`config.mk`:
```
export PLATFORM = sky130hd
export DESIGN_NAME = kmps_front
export DESIGN_NICKNAME = d
export VERILOG_FILES = /design/src/rtl/kmps_pkg.sv /design/src/rtl/kmps_front.sv
export VERILOG_INCLUDE_DIRS = /design/src /design/src/rtl
export SDC_FILE = /design/constraint.sdc
export NUM_CORES = 1
export LEC_CHECK = 0
export ABC_CLOCK_PERIOD_IN_PS = 1900
export BUFFER_PORTS_ARGS = -buffer_cell sky130_fd_sc_hd__buf_4
export CORE_AREA = 2 2 46 48
export CTS_BUF_LIST = sky130_fd_sc_hd__clkbuf_4 sky130_fd_sc_hd__clkbuf_8
export DETAILED_ROUTE_END_ITERATION = 8
export DIE_AREA = 0 0 48 50
export PLACE_DENSITY = 0.76
export SYNTH_ARGS = -nofsm -noshare
export SYNTH_HDL_FRONTEND = slang
export SYNTH_SLANG_ARGS = --single-unit
```
`constraint.sdc`:
```
create_clock -name clk_i -period 1.9 [get_ports clk_i]
set_input_delay 0.38 -clock clk_i [delete_from_list [all_inputs] [get_ports clk_i]]
set_output_delay 0.38 -clock clk_i [all_outputs]
set_load 0.05 [all_outputs]
```
`src/rtl/kmp_substring_search_top_defines.svh`:
```
// assertion macros shared by the kmp search rtl
`ifndef KMP_SUBSTRING_SEARCH_TOP_DEFINES_SVH
`define KMP_SUBSTRING_SEARCH_TOP_DEFINES_SVH
// property checked on every rising clock edge outside reset
`define KMP_ASSERT(label, prop, msg) \
  label: assert property (@(posedge clk_i) disable iff (!rst_ni) (prop)) else $error(msg);
`endif

```
`src/rtl/kmps_pkg.sv`:
```
// shared types and constants of the kmp search block
`default_nettype none
package kmps_pkg;
  localparam int unsigned MaxLen = 256;
  localparam int unsigned IdxW = $clog2(MaxLen);
  localparam int unsigned LenW = IdxW + 1;
  localparam int unsigned QDepth = 2;

  typedef enum logic [1:0] {
    FuncClear = 2'd0,
    FuncPat   = 2'd1,
    FuncText  = 2'd2,
    FuncEnd   = 2'd3
  } func_e;

  typedef struct packed {
    func_e      func;
    logic [7:0] data;
  } cmd_t;
endpackage
`default_nettype wire

```
`src/rtl/kmps_front.sv`:
```
// front end: command queue between the port and the engine
`default_nettype none
module kmps_front (
  input  wire logic           clk_i,
  input  wire logic           rst_ni,
  input  wire logic           push_i,
  input  kmps_pkg::cmd_t      cmd_i,
  output logic                full_o,
  output logic                empty_o,
  input  wire logic           pop_i,
  output kmps_pkg::cmd_t      cmd_o
);
  `include "kmp_substring_search_top_defines.svh"

  kmps_pkg::cmd_t mem_q [kmps_pkg::QDepth];
  logic wp_q, rp_q;
  logic [1:0] cnt_q;

  assign full_o  = (cnt_q == 2'(kmps_pkg::QDepth));
  assign empty_o = (cnt_q == 2'd0);
  assign cmd_o   = mem_q[rp_q];

  // payload storage
  always_ff @(posedge clk_i) begin
    if (push_i && !full_o) mem_q[wp_q] <= cmd_i;
  end

  // pointers and fill count
  always_ff @(posedge clk_i or negedge rst_ni) begin
    if (!rst_ni) begin
      wp_q <= 1'b0;
      rp_q <= 1'b0;
      cnt_q <= 2'd0;
    end else begin
      if (push_i && !full_o) wp_q <= ~wp_q;
      if (pop_i && !empty_o) rp_q <= ~rp_q;
      cnt_q <= cnt_q + 2'(push_i && !full_o) - 2'(pop_i && !empty_o);
    end
  end

  `KMP_ASSERT(a_cnt_range, cnt_q <= 2'(kmps_pkg::QDepth), "queue count out of range")
  `KMP_ASSERT(a_no_pop_empty, empty_o |=> cnt_q <= 2'd1, "queue count jumped")
  `KMP_ASSERT(a_ptr_eq, empty_o |-> wp_q == rp_q, "pointers differ when empty")
endmodule
`default_nettype wire

```
* Yosys cells after proc, flatten, opt, wreduce, memory -nomap -nowiden *
Memory sizes are Yosys's and may differ from the RTL's.
Cells that the tools add are included.

cells by class
  add/sub/neg operators = 2
  muxes and demuxes = 2
  reductions and logical operators = 5
  eq/ne operators = 1
  bitwise logic cells = 2

operator list
  cell                count
  $add 2x1->2         1
  $eq 2x2->1 const B  1
  $logic_and 1x1->1   2
  $logic_not 1->1     2
  $logic_not 2->1     1
  $mux 1              2
  $not 1->1           2
  $sub 2x1->2         1

storage, ports and cells
  flip-flop bits (word level) = 4
  output and inout port bits = 12
  bits in writable memories = 20
  word-level logic and storage cells = 16
  memories kept = 1

memory list
  name   words  width  read ports  clocked after Yosys merged registers in  wr ports  line              RTL
  mem_q  2      10     1           0                                        1         kmps_front.sv:15  kmps_pkg::cmd_t mem_q [kmps_pkg::QDepth];

* Logic depth before layout (Yosys ltp) *
Gate-level depths: netlist of run 1.

  word-level depth = 5
  mapped depth = 7
  gate-level depth less buffers = 7

* Worst setup path after synthesis of run 1 *
Ideal clock, no wire load.

  path kind = flip-flop to flip-flop
  start point = register cnt_q[1]
  end point = register cnt_q[1]
  clock period less this slack = 2.099 ns
  arrival = 1.976 ns
  setup slack = -0.199 ns
  library setup time = 0.123 ns
  required time = 1.777 ns
  stages on the path, launching flop included = 8
  path through = dfrtp_1 -> nor2_1 -> nor2b_2 -> ha_1 -> inv_1 -> ha_1 -> xnor2_1 -> xnor2_1

on the way
  elaborated cells on any way between the ends = 8

RTL lines
  what                    line              RTL
  start, declared         kmps_front.sv:17  logic [1:0] cnt_q;
  start signal, assigned  kmps_front.sv:37  cnt_q <= cnt_q + 2'(push_i && !full_o) - 2'(pop_i && !empty_o);
  $logic_not 2->1         kmps_front.sv:20  assign empty_o = (cnt_q == 2'd0);
  net empty_o             kmps_front.sv:9   output logic empty_o,
  $logic_not 1->1         kmps_front.sv:37
  $logic_and 1x1->1       kmps_front.sv:37
  $sub 2x1->2             kmps_front.sv:37

The timed path passes the listed nets, and every way through them passes these cells.
A chain may end at the register's enable or synchronous reset.

==> results.json, run 1 <==
{
  "max_cap_violations": 0,
  "fin_skew_ns": 0.00891,
  "h-tree-depth": 1,
  "whs_ns": 0.247,
  "fill_cells": 140,
  "reg2reg_depth": 7,
  "rr_endpoint": "cnt_q[1]$_DFF_PN0_",
  "worstSetupPathType": "reg -> out",
  "r2r-start": "cnt_q[1]$_DFF_PN0_",
  "swShare_pct": 41.2,
  "finalWirelength_um": 1320,
  "finalWeightedCongestion": 0.628,
  "insertion_delay_ns": 0.31,
  "max_stage_delay_ns": 0.54,
  "grt_pass1_wl_um": 1960,
  "crit_family": "flip-flops",
  "rows": 16,
  "yosysSeqAreaShare_pct": 75.8,
  "path_buf_inv": 1,
  "die_y_um": 50,
  "vias_per_cell": 4.52,
  "crit_start": "rp_q$_DFFE_PN0P_",
  "intPower_mw": 1.21,
  "required_ns": 1.52,
  "cts-root-buf": "clkbuf_4",
  "hold_viol": 0,
  "arrival_ns": 1.41,
  "layout.area.seq_um2": 702,
  "clk_pin_slew_worst_paths_ns": 0.13,
  "setup_violations": 0,
  "start_util_pct": 48.6,
  "synth_area_um2": 925,
  "synthesis.nets": 65,
  "cts_buffers": 3,
  "multi_input_area_um2": 208,
  "antenna_found_initial": 0,
  "fin_setup_tns_ns": 0,
  "syn_to_final_growth_pct": 29.8,
  "syn_inst": 49,
  "min_period_ns": 1.79,
  "ioPinCount": 26,
  "via_count": 484,
  "peakVddDrop_mv": 1.21,
  "outcome": "finished, final reports clean",
  "power.density_nw_per_um2": 1720,
  "switchingPower_mw": 0.852,
  "drt_iter0_drc": 13,
  "cp_cell_sequence": "mux2_2, buf_4",
  "synth_seq_cells": 24,
  "first_pass_iters": 3,
  "drive_gt1_share_pct": 55.0,
  "synth_cell_types": 13,
  "fp.dieW_um": 48,
  "drc": 0,
  "whs_path_depth": 1,
  "start_kind": "flop",
  "pwr-share-seq_pct": 40.2,
  "rsz0062_at_grt": "false",
  "worstHoldStart": "cmd_i[4]",
  "antenna_cells": 0,
  "grt_pass1_vias": 506,
  "hold_class": "in -> reg",
  "fp.dieArea_um2": 2400,
  "timing.final.crit_share_pct": 94.3,
  "r2r_slack_ns": 0.36,
  "slew_viol_final": 0,
  "critPathSlowestCell": "dfrtp_2",
  "port-buffer-count": 25,
  "grt_max_degree": 14,
  "tightestPinTransition_ns": 0.476,
  "core_um2": 1900,
  "clockPowerShare_pct": 12.5,
  "place_hpwl_um": 968,
  "power_leakage_nw": 0.485,
  "hold_path_end": "mem_q[1][4]$_DFFE_PP_",
  "path_max_fanout": 11,
  "yosys_warnings": 0,
  "cts_tree": "built",
  "fmax_mhz": 558,
  "avgRoutedWirePerCell_um": 12.3,
  "final_nets": 97,
  "combPwrFrac_pct": 47.3,
  "grt_use_total_pct": 11.7,
  "overflow": 0,
  "postSynthAreaPerCell_um2": 18.9,
  "cts.sinks": 24,
  "drtAntennaViolNets": 0,
  "cts.path.max_buffers": 2,
  "cp-end-kind": "output port",
  "max-slew-margin-rel_pct": 68.3
}
## sequential cells by signal, indices dropped and copies added, names as in the netlist
name   flops
rp_q       1
mem_q     20
cnt_q      2
wp_q       1
## synthesized netlist by cell type
cell type | n | area [um^2]
nand2_1 | 1 | 3.75
nor2b_2 | 1 | 8.76
buf_6 | 1 | 11.3
edfxtp_1 | 20 | 601
nor2_1 | 2 | 7.51
mux2_2 | 10 | 113
and3_1 | 1 | 6.26
inv_1 | 2 | 7.51
nand2b_1 | 1 | 6.26
ha_1 | 2 | 25.0
xor2_1 | 1 | 8.76
xnor2_1 | 3 | 26.3
dfrtp_1 | 4 | 100
## cells by family after synthesis
logic type	count (synthesis)	share of synthesized area, %
XOR/XNOR	4	3.79
adder cells (fa/ha/maj)	2	2.71
flip-flops	24	75.8
buffers and inverters	3	2.03
multiplexers	10	12.2
AND/OR/NAND/NOR	6	3.52
## cell type report
class | count | area share [%]
clock buffers | 4 | 3.02
inverters | 2 | 0.626
multi-input cells | 22 | 17.3
flip-flops and latches | 24 | 58.5
well taps | 27 | 2.82
repair buffers | 28 | 17.7
## stage by stage
step                      utilization, %  instance area [um^2]  total power [mW]  setup WS [ns]  cells
after CTS                           63.1                  1200              2.09         0.0929    107
after global routing                63.1                  1200              2.16         0.0497    107
after global placement              60.6                  1150              1.81          0.317    102
after detailed placement            60.6                  1150              1.84          0.307    102
final                               63.1                  1200              2.07          0.108    107
after floorplan                        -                   927              1.56         0.0580     49
## worst max path at each step
stage,endpoint,cells after the start,slack [ns]
floorplan,cnt_q[1]$_DFF_PN0_,7,0.06
CTS,cmd_o[1],2,0.09
detailed placement,cmd_o[1],2,0.31
finish,cmd_o[1],2,0.11
global route,cmd_o[4],2,0.05
global placement,cmd_o[9],2,0.32
## layer usage
layer	share of wire [%]	GRT usage (%)	vias to the layer above	wire, um
li1	-	-	240	-
met1	42	13.4	228	552
met2	52	19.3	14	690
met3	5.4	3.30	2	71
met4	0.45	5.41	0	6
met5	0	0	-	0
## repair_timing
action	in CTS	in global routing
hold endpoints to repair	4	0
endpoints found under the setup margin	10	0
hold buffers	1	0
gates resized for setup	1	0
setup buffers	0	0
## power by group through the flow
stage                     Sequential (mW)  Clock (mW)  Combinational, mW
after CTS                           0.835       0.264              0.993
after global routing                0.846       0.282               1.04
final                               0.831       0.258              0.977
after floorplan                     0.790           0              0.775
after detailed placement            0.845           0              0.990
after global placement              0.835           0              0.977
## layout by cell type (no fill, tap or decap), types with 2 or more instances in the layout
master    synthesis  layout
mux2_2           10      10
inv_1             2       2
clkbuf_4          0       3
xnor2_1           3       3
edfxtp_1         20      20
ha_1              2       2
buf_4             0      27
dfrtp_1           4       3
Power figures use the tool's default switching activity.
==> run 2, diff against run 1 <==
==> constraint.sdc (replaced) <==
create_clock -name clk_i -period 1.9 [get_ports clk_i]
set_input_delay 0 -clock clk_i [delete_from_list [all_inputs] [get_ports clk_i]]
set_output_delay 0 -clock clk_i [all_outputs]
set_load 0.05 [all_outputs]
==> run 2 against run 1 <==
Global-route usage grew 2.0 points. Cell area grew 7.7%. Clock power shrank 11%. Worst hold slack lost 0.23 ns. Worst setup slack gained 0.25 ns. Combinational power grew 2%. Register-to-register slack is essentially flat. Die area is the same. Via count grew 9.5%. Critical path depth is the same. Critical path type unchanged. Largest cell class unchanged. Highest routed layer unchanged.
==> results.json, run 2 (synthesized netlist as in run 1, its figures left out) <==
{
  "insertion_delay_ns": 0.30,
  "rows": 16,
  "max-slew-margin-rel_pct": 67.9,
  "fp.dieArea_um2": 2400,
  "max_cap_violations": 0,
  "top_register": "mem_q",
  "cts_tree": "built",
  "post-place-ws_ns": 0.362,
  "drc": 0,
  "combPwrFrac_pct": 48.6,
  "fmax_mhz": 649,
  "rsz0062_at_grt": "false",
  "switchingPower_mw": 0.846,
  "cts_buffers": 3,
  "timing.final.crit_share_pct": 81.1,
  "hold_class": "in -> async",
  "grt_max_degree": 14,
  "multi_input_area_um2": 208,
  "cts.sinks": 24,
  "first_pass_iters": 2,
  "ioPinCount": 26,
  "fill_cells": 144,
  "slew_viol_final": 0,
  "start_util_pct": 48.6,
  "peakVddDrop_mv": 1.03,
  "fin_skew_ns": 0.00944,
  "outcome": "finished, final reports clean",
  "antenna_found_initial": 0,
  "syn_to_final_growth_pct": 39.8,
  "pwr-share-seq_pct": 40.3,
  "clockPowerShare_pct": 11.1,
  "drive_gt1_share_pct": 47.8,
  "power_leakage_nw": 0.525,
  "grt_pass1_vias": 556,
  "cts.path.max_buffers": 2,
  "whs_ns": 0.0184,
  "avgRoutedWirePerCell_um": 12.2,
  "layout.area.seq_um2": 701,
  "finalWeightedCongestion": 0.683,
  "overflow": 0,
  "die_y_um": 50,
  "final_common_cell": "buf_4",
  "final_nets": 107,
  "cp-end-kind": "output port",
  "drt_iter0_drc": 2,
  "path_max_fanout": 11,
  "core_um2": 1900,
  "reg_top3": "mem_q x20, cnt_q x2",
  "clk_pin_slew_worst_paths_ns": 0.11,
  "setup_violations": 0,
  "place_hpwl_um": 951,
  "grt_use_total_pct": 13.7,
  "grt_pass1_wl_um": 2170,
  "swShare_pct": 41.3,
  "h-tree-depth": 1,
  "finalWirelength_um": 1430,
  "required_ns": 1.90,
  "arrival_ns": 1.54,
  "port-buffer-count": 25,
  "hold_viol": 0,
  "vias_per_cell": 4.53,
  "antenna_cells": 0,
  "start_kind": "flop",
  "intPower_mw": 1.20,
  "ctsResizeCount": 0,
  "dp_cells": 102,
  "setup_ws_ns": 0.359,
  "tightestPinTransition_ns": 0.482,
  "final_cell_mix": "27 x buf_4, 20 x edfxtp_1, 11 x dlygate4sd3_1",
  "via_count": 530,
  "min_period_ns": 1.54,
  "fp.dieW_um": 48,
  "drtAntennaViolNets": 0,
  "worstSetupPathType": "reg -> out",
  "final-instance-count-excl-fill": 117,
  "cts-root-buf": "clkbuf_4",
  "power.density_nw_per_um2": 1590,
  "largest_reg_flops": 20,
  "fin_setup_tns_ns": 0
}
run 2: cell types whose count changed in the layout (fill, tap and decap cells not counted):
cell and change:
dfrtp_1 +1, clkbuf_8 -1, clkbuf_4 +1, dfrtp_2 -1, dlygate4sd3_1 +10
run 2: per-stage QoR:
| stage | power (mW) | instance area, um^2 | utilization [%] |
|---|---|---|---|
| after floorplan | 1.56 | 927 | - |
| after global placement | 1.81 | 1150 | 60.6 |
| after detailed placement | 1.83 | 1150 | 60.6 |
| after CTS | 2.07 | 1290 | 68.0 |
| after global routing | 2.17 | 1290 | 68.0 |
| final | 2.05 | 1290 | 68.0 |
run 2: worst paths after layout:
check                                    from                 end  depth (start not counted)  slack, ns
min in group clk_i                     push_i    wp_q$_DFFE_PN0P_                          3       0.02
max                          rp_q$_DFFE_PN0P_            cmd_o[8]                          2       0.36
min reg2reg                  wp_q$_DFFE_PN0P_    wp_q$_DFFE_PN0P_                          1       0.50
max in group asynchronous              rst_ni    wp_q$_DFFE_PN0P_                          2       1.78
max reg2reg                cnt_q[1]$_DFF_PN0_  cnt_q[1]$_DFF_PN0_                          7       0.36
min                                    rst_ni  cnt_q[0]$_DFF_PN0_                          2       0.02
run 2: metal layers:
layer | vias up | track usage [%] | part of all wire (%)
met4 | 0 | 9.46 | 3.1
met3 | 4 | 4.03 | 5.7
met5 | - | 0 | 0
li1 | 259 | - | -
met2 | 16 | 23.6 | 53
met1 | 251 | 12.8 | 38
run 2: cell type report:
type | instances | share of cell area, %
multi-input combinational | 22 | 16.1
sequential | 24 | 54.2
inverter | 2 | 0.581
clock buffer | 4 | 2.32
tap | 27 | 2.61
timing repair buffer | 38 | 24.2
run 2: worst max-delay path, cell delays in order, from the launching register on:
cell and delay, ns:
dfrtp_1 0.66, mux2_2 0.40, buf_4 0.19
run 2: power groups by stage:
stage,combinational [mW],sequential (mW),clock [mW]
2_1_floorplan,0.775,0.790,0
5_1_grt,1.06,0.845,0.259
3_3_place_gp,0.976,0.836,0
4_1_cts,1.01,0.829,0.234
6_report,0.996,0.826,0.229
3_5_place_dp,0.990,0.841,0
run 2: repair_timing:
item	CTS	global route
endpoints found under the setup margin	0	0
hold endpoints to repair	24	0
hold buffers	11	0
setup buffers	0	0
